[src/hw/rtl/ihex_pkg.sv]
package ihex_pkg;

    localparam logic [7:0] COLON_CHAR = 8'h3A;
    localparam logic [7:0] EOL_CHAR   = 8'h00;

    typedef enum logic [2:0] {
        PH_WAIT,
        PH_COUNT,
        PH_ADDR,
        PH_TYPE,
        PH_DATA,
        PH_CKSUM,
        PH_SKIP
    } phase_t;

    typedef enum logic [2:0] {
        K_DATA    = 3'd0,
        K_OK      = 3'd1,
        K_EOF     = 3'd2,
        K_FORMAT  = 3'd3,
        K_CKSUM   = 3'd4,
        K_UNKNOWN = 3'd5
    } kind_t;

    localparam logic [7:0] TYPE_DATA = 8'h00;
    localparam logic [7:0] TYPE_EOF  = 8'h01;

    // Returns {is_hex, nibble}; accepts upper and lower case digits.
    function automatic logic [4:0] hex_decode(input logic [7:0] c);
        logic [4:0] r;
        begin
            r = 5'd0;
            if (c >= 8'h30 && c <= 8'h39)
            begin
                r = {1'b1, c[3:0]};
            end
            else if ((c >= 8'h41 && c <= 8'h46) || (c >= 8'h61 && c <= 8'h66))
            begin
                r = {1'b1, c[3:0] + 4'd9};
            end
            return r;
        end
    endfunction

endpackage

[src/hw/rtl/intel_hex_record_parser_core.sv]
// Intel HEX record parser.
// The slave stream carries one ASCII character per request in s_axis_tdata;
// a zero character ends a line. The master stream carries one result per
// request: tuser holds the result kind (data byte, record ok, end of file,
// format error, checksum mismatch, unknown type) and tdata the target
// address and data byte. Data bytes leave before the checksum is known, so
// the receiver drops a record's bytes when a checksum mismatch follows.
// A character is decoded while it sits in the input register, and its result
// is loaded into the output register as the character advances. While the
// receiver takes results, one character is accepted every cycle; the per-character
// work is a hex decode and an 8-bit add between those two registers.
// Characters that produce no result simply pass through without a request
// on the master side.
// Reset clears the parser to waiting for a colon and empties both registers.
// When the receiver stalls, the pending result holds and the input register
// keeps one character; s_axis_tready then drops until the result is taken.
module intel_hex_record_parser_core
    import ihex_pkg::*;
(
    input  logic        clk,
    input  logic        rst_n,
    input  logic        s_axis_tvalid,
    output logic        s_axis_tready,
    input  logic [7:0]  s_axis_tdata,   // [7:0] ch
    output logic        m_axis_tvalid,
    input  logic        m_axis_tready,
    output logic [23:0] m_axis_tdata,   // [15:0] target_address, [23:16] data_byte
    output logic [2:0]  m_axis_tuser    // [2:0] kind
);

    logic        in_valid_reg;
    logic [7:0]  ch_reg;
    logic        advance;

    phase_t      phase_reg, phase_next;
    logic [1:0]  digit_reg, digit_next;
    logic [15:0] acc_reg, acc_next;
    logic [7:0]  count_reg, count_next;
    logic [15:0] addr_reg, addr_next;
    logic [7:0]  done_reg, done_next;
    logic [7:0]  sum_reg, sum_next;

    logic        emit;
    kind_t       res_kind;
    logic [15:0] res_addr;
    logic [7:0]  res_byte;

    logic        out_valid_reg, out_valid_next;
    kind_t       out_kind_reg;
    logic [15:0] out_addr_reg;
    logic [7:0]  out_byte_reg;

    logic [4:0]  hex;
    logic [15:0] acc_shift;
    logic [7:0]  val8;
    logic        last_digit;
    logic [7:0]  done_inc;

    assign advance       = in_valid_reg && !(out_valid_reg && !m_axis_tready);
    assign s_axis_tready = !in_valid_reg || advance;

    assign hex        = hex_decode(ch_reg);
    assign acc_shift  = {acc_reg[11:0], hex[3:0]};
    assign val8       = acc_shift[7:0];
    assign last_digit = (phase_reg == PH_ADDR) ? (digit_reg == 2'd3) : (digit_reg == 2'd1);
    assign done_inc   = done_reg + 8'd1;

    always_comb
    begin
        phase_next = phase_reg;
        digit_next = digit_reg;
        acc_next   = acc_reg;
        count_next = count_reg;
        addr_next  = addr_reg;
        done_next  = done_reg;
        sum_next   = sum_reg;
        emit       = 1'b0;
        res_kind   = K_DATA;
        res_addr   = addr_reg;
        res_byte   = 8'd0;

        case (phase_reg)
            PH_WAIT:
            begin
                digit_next = 2'd0;
                acc_next   = 16'd0;
                count_next = 8'd0;
                addr_next  = 16'd0;
                done_next  = 8'd0;
                sum_next   = 8'd0;
                if (ch_reg == COLON_CHAR)
                begin
                    phase_next = PH_COUNT;
                end
                else
                begin
                    phase_next = (ch_reg == EOL_CHAR) ? PH_WAIT : PH_SKIP;
                    emit       = 1'b1;
                    res_kind   = K_FORMAT;
                    res_addr   = 16'd0;
                end
            end
            PH_SKIP:
            begin
                if (ch_reg == EOL_CHAR)
                begin
                    phase_next = PH_WAIT;
                end
            end
            default:
            begin
                if (ch_reg == EOL_CHAR)
                begin
                    phase_next = PH_WAIT;
                    emit       = 1'b1;
                    res_kind   = K_FORMAT;
                end
                else if (!hex[4])
                begin
                    phase_next = PH_SKIP;
                    emit       = 1'b1;
                    res_kind   = K_FORMAT;
                end
                else if (!last_digit)
                begin
                    digit_next = digit_reg + 2'd1;
                    acc_next   = acc_shift;
                end
                else
                begin
                    digit_next = 2'd0;
                    acc_next   = 16'd0;
                    case (phase_reg)
                        PH_COUNT:
                        begin
                            count_next = val8;
                            sum_next   = sum_reg + val8;
                            phase_next = PH_ADDR;
                        end
                        PH_ADDR:
                        begin
                            addr_next  = acc_shift;
                            sum_next   = sum_reg + acc_shift[7:0] + acc_shift[15:8];
                            phase_next = PH_TYPE;
                        end
                        PH_TYPE:
                        begin
                            sum_next = sum_reg + val8;
                            if (val8 == TYPE_DATA)
                            begin
                                phase_next = (count_reg != 8'd0) ? PH_DATA : PH_CKSUM;
                            end
                            else
                            begin
                                phase_next = PH_SKIP;
                                emit       = 1'b1;
                                res_kind   = (val8 == TYPE_EOF) ? K_EOF : K_UNKNOWN;
                            end
                        end
                        PH_DATA:
                        begin
                            sum_next  = sum_reg + val8;
                            emit      = 1'b1;
                            res_kind  = K_DATA;
                            res_addr  = addr_reg + {8'd0, done_reg};
                            res_byte  = val8;
                            done_next = done_inc;
                            if (done_inc == count_reg)
                            begin
                                phase_next = PH_CKSUM;
                            end
                        end
                        default:
                        begin
                            // Checksum field: the byte sum over the whole record must be zero.
                            phase_next = PH_SKIP;
                            emit       = 1'b1;
                            res_kind   = ((sum_reg + val8) == 8'd0) ? K_OK : K_CKSUM;
                        end
                    endcase
                end
            end
        endcase
    end

    always_comb
    begin
        out_valid_next = out_valid_reg;
        if (advance)
        begin
            out_valid_next = emit;
        end
        else if (m_axis_tready)
        begin
            out_valid_next = 1'b0;
        end
    end

    always_ff @(posedge clk or negedge rst_n)
    begin
        if (!rst_n)
        begin
            in_valid_reg  <= 1'b0;
            out_valid_reg <= 1'b0;
            phase_reg     <= PH_WAIT;
            digit_reg     <= 2'd0;
            acc_reg       <= 16'd0;
            count_reg     <= 8'd0;
            addr_reg      <= 16'd0;
            done_reg      <= 8'd0;
            sum_reg       <= 8'd0;
        end
        else
        begin
            if (s_axis_tready)
            begin
                in_valid_reg <= s_axis_tvalid;
            end
            out_valid_reg <= out_valid_next;
            if (advance)
            begin
                phase_reg <= phase_next;
                digit_reg <= digit_next;
                acc_reg   <= acc_next;
                count_reg <= count_next;
                addr_reg  <= addr_next;
                done_reg  <= done_next;
                sum_reg   <= sum_next;
            end
        end
    end

    always_ff @(posedge clk)
    begin
        if (s_axis_tready && s_axis_tvalid)
        begin
            ch_reg <= s_axis_tdata;
        end
        if (advance && emit)
        begin
            out_kind_reg <= res_kind;
            out_addr_reg <= res_addr;
            out_byte_reg <= res_byte;
        end
    end

    assign m_axis_tvalid = out_valid_reg;
    assign m_axis_tdata  = {out_byte_reg, out_addr_reg};
    assign m_axis_tuser  = out_kind_reg;

endmodule

[config.mk]
export PLATFORM = sky130hd
export DESIGN_NAME = intel_hex_record_parser_core
export DESIGN_NICKNAME = d
export VERILOG_FILES = /design/src/hw/rtl/ihex_pkg.sv /design/src/hw/rtl/intel_hex_record_parser_core.sv
export SDC_FILE = /design/constraint.sdc
export NUM_CORES = 1
export LEC_CHECK = 0
export BUFFER_PORTS_ARGS = -buffer_cell sky130_fd_sc_hd__buf_2
export CAP_MARGIN = 10
export CELL_PAD_IN_SITES_DETAIL_PLACEMENT = 1
export CELL_PAD_IN_SITES_GLOBAL_PLACEMENT = 1
export CORE_ASPECT_RATIO = 0.8
export CORE_MARGIN = 1
export CORE_UTILIZATION = 45
export DETAILED_ROUTE_END_ITERATION = 8
export MAX_ROUTING_LAYER = met4
export PLACE_DENSITY_LB_ADDON = 0.1
export SLEW_MARGIN = 0
export SYNTH_ARGS = -nofsm -noshare
export SYNTH_HDL_FRONTEND = slang
export SYNTH_SLANG_ARGS = --single-unit
[constraint.sdc]
create_clock -name clk -period 5.3 [get_ports clk]
set_input_delay 1.06 -clock clk [delete_from_list [all_inputs] [get_ports clk]]
set_output_delay 1.06 -clock clk [all_outputs]
set_load 0.005 [all_outputs]
## Word level (Yosys, flattened, before mapping)

Cells that the tools add are included.

- Flip-flop bits (word level): 94
- Input port bits: 12
- Output and inout bits: 29
- Word-level logic and storage cells: 143

- $add $sub $neg: 6
- Magnitude comparators: 6
- Equality and inequality tests: 14
- Multiplexer cells: 66
- Bitwise gates (word level): 4
- Reduce and logical (&&, ||, !) cells: 34

Operators by type and width:

| cell | count |
|---|---|
| 16-bit 2-to-1 mux | 9 |
| 8-bit 2-to-1 mux | 11 |
| 16-bit case mux with 2 select lines | 2 |
| 8-bit case mux with 2 select lines | 4 |
| 3-bit 2-to-1 mux | 13 |
| 12-bit 2-to-1 mux | 3 |
| 8-bit zero test | 3 |
| 12-bit case mux with 2 select lines | 1 |
| 6-bit AND reduction | 4 |
| 3-bit case mux with 2 select lines | 3 |
| 16-bit by 8-bit adder with 16-bit output | 1 |
| 8-bit adder | 2 |
| 8-bit by 7-bit >= comparator with 1-bit output, second input constant | 2 |
| 8-bit by 7-bit <= comparator with 1-bit output, second input constant | 2 |
| 3-bit case mux with 4 select lines | 1 |
| 2-bit nonzero test | 6 |
| 2-bit 2-to-1 mux | 5 |
| 5-bit 2-to-1 mux | 2 |
| 1-bit 2-to-1 mux | 9 |
| 8-bit by 1-bit adder with 8-bit output, second input constant | 1 |
| 8-bit by 1-bit == test with 1-bit output, second input constant | 1 |
| 8-bit by 6-bit == test with 1-bit output, second input constant | 1 |
| 8-bit == test | 1 |
| 8-bit by 6-bit >= comparator with 1-bit output, second input constant | 1 |
| 25 further kinds | 42 |

## Logic depth before layout (Yosys ltp)

- Word-level depth: 13
- Mapped depth: 19
- Gate-level depth less buffers: 19

## Worst setup path before layout

No wires, ideal clock.

- Path kind: reg-to-reg
- Start point: register ch_reg[0]
- End point: register sum_reg[7]
- Setup time: 0.096 ns
- Arrival time: 3.793 ns
- Data required time: 5.204 ns
- Slack: 1.412 ns
- Stages on the path, launching flop included: 20
- Buffers on the path: 0
- Clock period less this slack: 3.888 ns
- Path through: edfxtp_1 inv_1 ha_1 o21bai_1 a21oi_2 a21oi_1 inv_1 ha_1 fa_1 a21o_1 a21oi_1 nand3b_1 nand3_1 ha_1 nor3_1 o2111ai_1 a21oi_1 and3b_1 xnor2_1 o31ai_1

- Cells in the longest elaborated chain, start to end: 12
- Elaborated cells between the ends (all ways): 24
- Those cells by class: 3 x add/sub; 6 x order compare; 1 x eq/ne; 7 x mux; 7 x reduce/logical

Ends and longest elaborated chain:

| what | line | source |
|---|---|---|
| start: declaration | intel_hex_record_parser_core.sv:32 | `logic [7:0] ch_reg;` |
| start signal: assignment | intel_hex_record_parser_core.sv:237 | `ch_reg <= s_axis_tdata;` |
| 8-bit by 7-bit >= comparator with 1-bit output or 8-bit by 7-bit <= comparator with 1-bit output (tied branches) | ihex_pkg.sv:37 | `else if ((c >= 8'h41 && c <= 8'h46) \|\| (c >= 8'h61 && c <= 8'h66))` |
| 1-bit logical AND | ihex_pkg.sv:37 |  |
| 1-bit logical OR | ihex_pkg.sv:37 |  |
| 5-bit 2-to-1 mux | ihex_pkg.sv:37 |  |
| 5-bit 2-to-1 mux (*) | ihex_pkg.sv:33 | `if (c >= 8'h30 && c <= 8'h39)` |
| net hex[0] | intel_hex_record_parser_core.sv:53 | `logic [4:0] hex;` |
| 8-bit adder (*) | -- |  |
| 8-bit adder | intel_hex_record_parser_core.sv:143 | `sum_next = sum_reg + acc_shift[7:0] + acc_shift[15:8];` |
| 8-bit case mux with 2 select lines (*) | intel_hex_record_parser_core.sv:133 | `case (phase_reg)` |
| 8-bit 2-to-1 mux (*) | intel_hex_record_parser_core.sv:124 | `else if (!last_digit)` |
| 8-bit 2-to-1 mux (*) | intel_hex_record_parser_core.sv:118 | `else if (!hex[4])` |
| 8-bit 2-to-1 mux (*) | intel_hex_record_parser_core.sv:112 | `if (ch_reg == EOL_CHAR)` |
| 8-bit case mux with 2 select lines (*) | intel_hex_record_parser_core.sv:82 | `case (phase_reg)` |
| end signal: assignment | intel_hex_record_parser_core.sv:228 | `sum_reg <= sum_next;` |
| end: declaration | intel_hex_record_parser_core.sv:41 | `logic [7:0] sum_reg, sum_next;` |

The timed path passes the listed nets; every way through them passes the cells marked *. The select of a mux whose other input is x is not followed.
A chain may end at the register's enable or synchronous reset.

## Worst setup path in the final report

Ends and elaborated chain as after synthesis.

==> impl_metrics.csv <==
group,metric,value,unit
power_and_ir_drop,p_int,0.001856,W
setup_path,cp.arrival,4.94,ns
synthesis,synth.avg_cell_area,9.567,sq um
synthesis,ys_seq_area_share,42.89,%
synthesis,postSynth.asyncResetShare,62.77,%
synthesis,synth_area_leaders,"dfrtp_1 (25%), edfxtp_1 (18%), ha_1 (5.7%)",
clocking,cts_buffers,9,
global_route,antenna_found_initial,0,
clocking,clk_latency,0.35,ns
power_and_ir_drop,clkPwrFrac,20.4,%
power_and_ir_drop,power_density,488.9,mW/mm^2
floorplan,ios,41,
route,antenna_left,0,
synthesis,synth_edf_count,35,
placed_design,dpl_cell_area,0.006271,sq mm
setup_path,crit_slowest_cell,"edfxtp_1",
route,drtIter0Drc,362,
global_route,grt_max_degree,60,
clocking,cts.sinks,94,
outcome,status,"finished clean",
floorplan,core-area,0.01248,sq mm
power_and_ir_drop,switching_share,42.17,%
sta,setup_viol,0,
setup_path,crit_type,"reg2reg",
route,first_pass_iters,5,
global_route,grt_pass1_wl,28.48,mm
synthesis,synth_top_area_share,25.05,%
sta,finalHoldViolCount,0,
synthesis,ys.warnings.count,0,
setup_path,worstPathRequired,5.56,ns
sta,post-route-period-util,88.17,%
floorplan,start_util,47.23,%
floorplan,core.rowCount,36,
synthesis,synth.cell_area,0.005893,sq mm
cells_and_area,syn_to_final_growth,11.38,%
power_and_ir_drop,comb_power_share,41.1,%
cells_and_area,layout-drive-gt1-share,13.48,%
placed_design,place_congestion,0.8765,
synthesis,synth_nets,658,
clocking,cts_tree,"yes",
cells_and_area,final_cell_area,0.006564,sq mm
setup_path,cp-end-kind,"flop",
sta,relSlewSlack,31.26,%
sta,rsz0062_at_grt,"false",
clocking,cts_max_level,3,
synthesis,synth_ff_type,"dfrtp_1",
synthesis,synth_most_common_cell,"nand2_1",
clocking,post_cts_buffers,0,
sta,slew_viol_final,0,
placed_design,place_hpwl,13.03,mm
sta,clock.fmax,214.0,MHz
power_and_ir_drop,cellLeakagePower,2.863,nW
synthesis,syn-instance-count,616,
clocking,postCtsHoldBufs,0,
power_and_ir_drop,p_seq_share,38.5,%
synthesis,yosys.area.top_type,"dfrtp_1",
route,wire_per_inst,20.98,um
floorplan,die_w,129.9,um
setup_path,crit_chain,"inv_1 -> ha_1 -> or3b_1 -> a32oi_1 -> buf_4 -> inv_1 -> fa_1 -> a21o_1 -> a21oi_1 -> xnor2_1 -> ha_1 -> nand3_1 -> o2111ai_1 -> nand3_1 -> and3b_1 -> xnor2_1 -> o31ai_1",
sta,worst_slew_pin_slew,1.031,ns
power_and_ir_drop,vdd_drop_max,327.0,uV
clocking,clockBufferDepth,2,
synthesis,synthTopCellsByCount,"nand2_1 (90), dfrtp_1 (59), o21ai_0 (46), nor2_1 (44), edfxtp_1 (35)",
setup_path,cp_max_fo,7,
run,drv_cap,0,
clocking,cts-root-buf,"clkbuf_16",
route,routed_wl,17.44,mm
cells_and_area,fillers,1460,
global_route,grt_usage,28.51,%
global_route,grt_pass1_vias,5207,
synthesis,ys_ff_latch,94,
route,avgViaCountPerCell,6.023,
setup_path,critical_path.max_stage_delay,0.48,ns
sta,tns,0,ns
floorplan,die-area,0.01356,sq mm
hold_path,hold_path_class,"reg2reg",
clocking,cts.reportedPaths.clkPinSlew,0.07,ns
floorplan,fp.dieH,104.4,um
route,drc_errors,0,
clocking,cts_resized,0,
global_route,grt_overflow,0,
route,vias,5005,
sta,fin_skew,0.008141,ns
cells_and_area,diodes,0,
cells_and_area,post-route-util,52.61,%
power_and_ir_drop,power_switching,0.001353,W
cells_and_area,fin_nets,697,
sta,min_period,4.673,ns
setup_path,cp-start-kind,"flop",
synthesis,ys_types,77,
placed_design,port_buffers,40,
==> stage by stage <==
stage	worst slack, ns	cells	power [W]	hold slack (ns)
floorplan	1.412	616	0.002080	0.4526
global placement	1.033	815	0.002471	0.4748
detailed placement	0.7399	815	0.002546	0.4838
CTS	0.6885	831	0.003213	0.4979
global route	0.2716	831	0.003419	0.5275
finish	0.6267	831	0.003209	0.4905
==> cells by family (layout without fill, tap and decap cells) <==
kind of cell	Yosys count	count (layout)	share of synthesized area, %
AND/OR/NAND/NOR	229	229	19.38
AO/OA/AOI/OAI	173	173	20.47
flip-flops	94	94	42.89
buffers and inverters	45	89	3.206
adder cells (fa/ha/maj)	31	31	6.921
XOR/XNOR	27	27	4.013
multiplexers	17	17	3.121
==> per-layer routing <==
layer | global-route usage [%] | wire, um | share of wire [%]
met3 | 4.527 | 798 | 4.6
met1 | 38.95 | 8209 | 47
met2 | 43.74 | 8173 | 47
met5 | - | 0 | 0
met4 | 7.807 | 255 | 1.5
==> power by group through the flow <==
stage | clock network (W) | registers, W | logic [W]
2_1_floorplan | 0 | 0.00113 | 0.000945
5_1_grt | 0.000696 | 0.00127 | 0.00146
4_1_cts | 0.000669 | 0.00123 | 0.00131
3_5_place_dp | 0 | 0.00124 | 0.00130
3_3_place_gp | 0 | 0.00123 | 0.00124
6_report | 0.000654 | 0.00123 | 0.00132
==> worst max-delay path, delay by kind of cell (launching register included) <==
kind	cells	cell delay, ns
buffers and inverters	3	0.46
adder cells (fa/ha/maj)	3	1.07
AO/OA/AOI/OAI	5	1.42
AND/OR/NAND/NOR	4	0.87
flip-flops	1	0.48
XOR/XNOR	2	0.29
==> placed cells by master, fill, tap and decap left out, types with 9 or more instances in the layout <==
cell type / n
nand2_1: 90
dfrtp_1: 59
o21ai_0: 46
nor2_1: 43
buf_2: 40
edfxtp_1: 35
a21oi_1: 28
ha_1: 27
inv_1: 26
o31ai_1: 24
nand3_1: 19
xnor2_1: 15
xor2_1: 12
mux2i_1: 12
nand2b_1: 10
nor3_1: 9
clkbuf_16: 9
==> area by class of cell <==
type / instances / area [sq um] / area share (%)
multi-input combinational: 477 / 3179 / 48.44
sequential: 94 / 2527 / 38.51
timing repair buffer: 47 / 252.7 / 3.851
clock buffer: 10 / 229.0 / 3.488
tap: 171 / 214.0 / 3.260
inverter: 26 / 97.59 / 1.487
clock inverter: 6 / 63.81 / 0.9722
==> worst paths after layout <==
check	from	endpoint	slack (ns)	depth (start not counted)
max	ch_reg[0]	sum_reg[7]	0.63	17
min	sum_reg[4]	sum_reg[4]	0.49	2
max reg2reg	ch_reg[0]	sum_reg[7]	0.63	17
min reg2reg	sum_reg[4]	sum_reg[4]	0.49	2
max in group asynchronous	rst_n	sum_reg[0]	3.88	2
min in group asynchronous	rst_n	done_reg[0]	0.88	2
No activity file was read; power rests on OpenSTA's default activity.
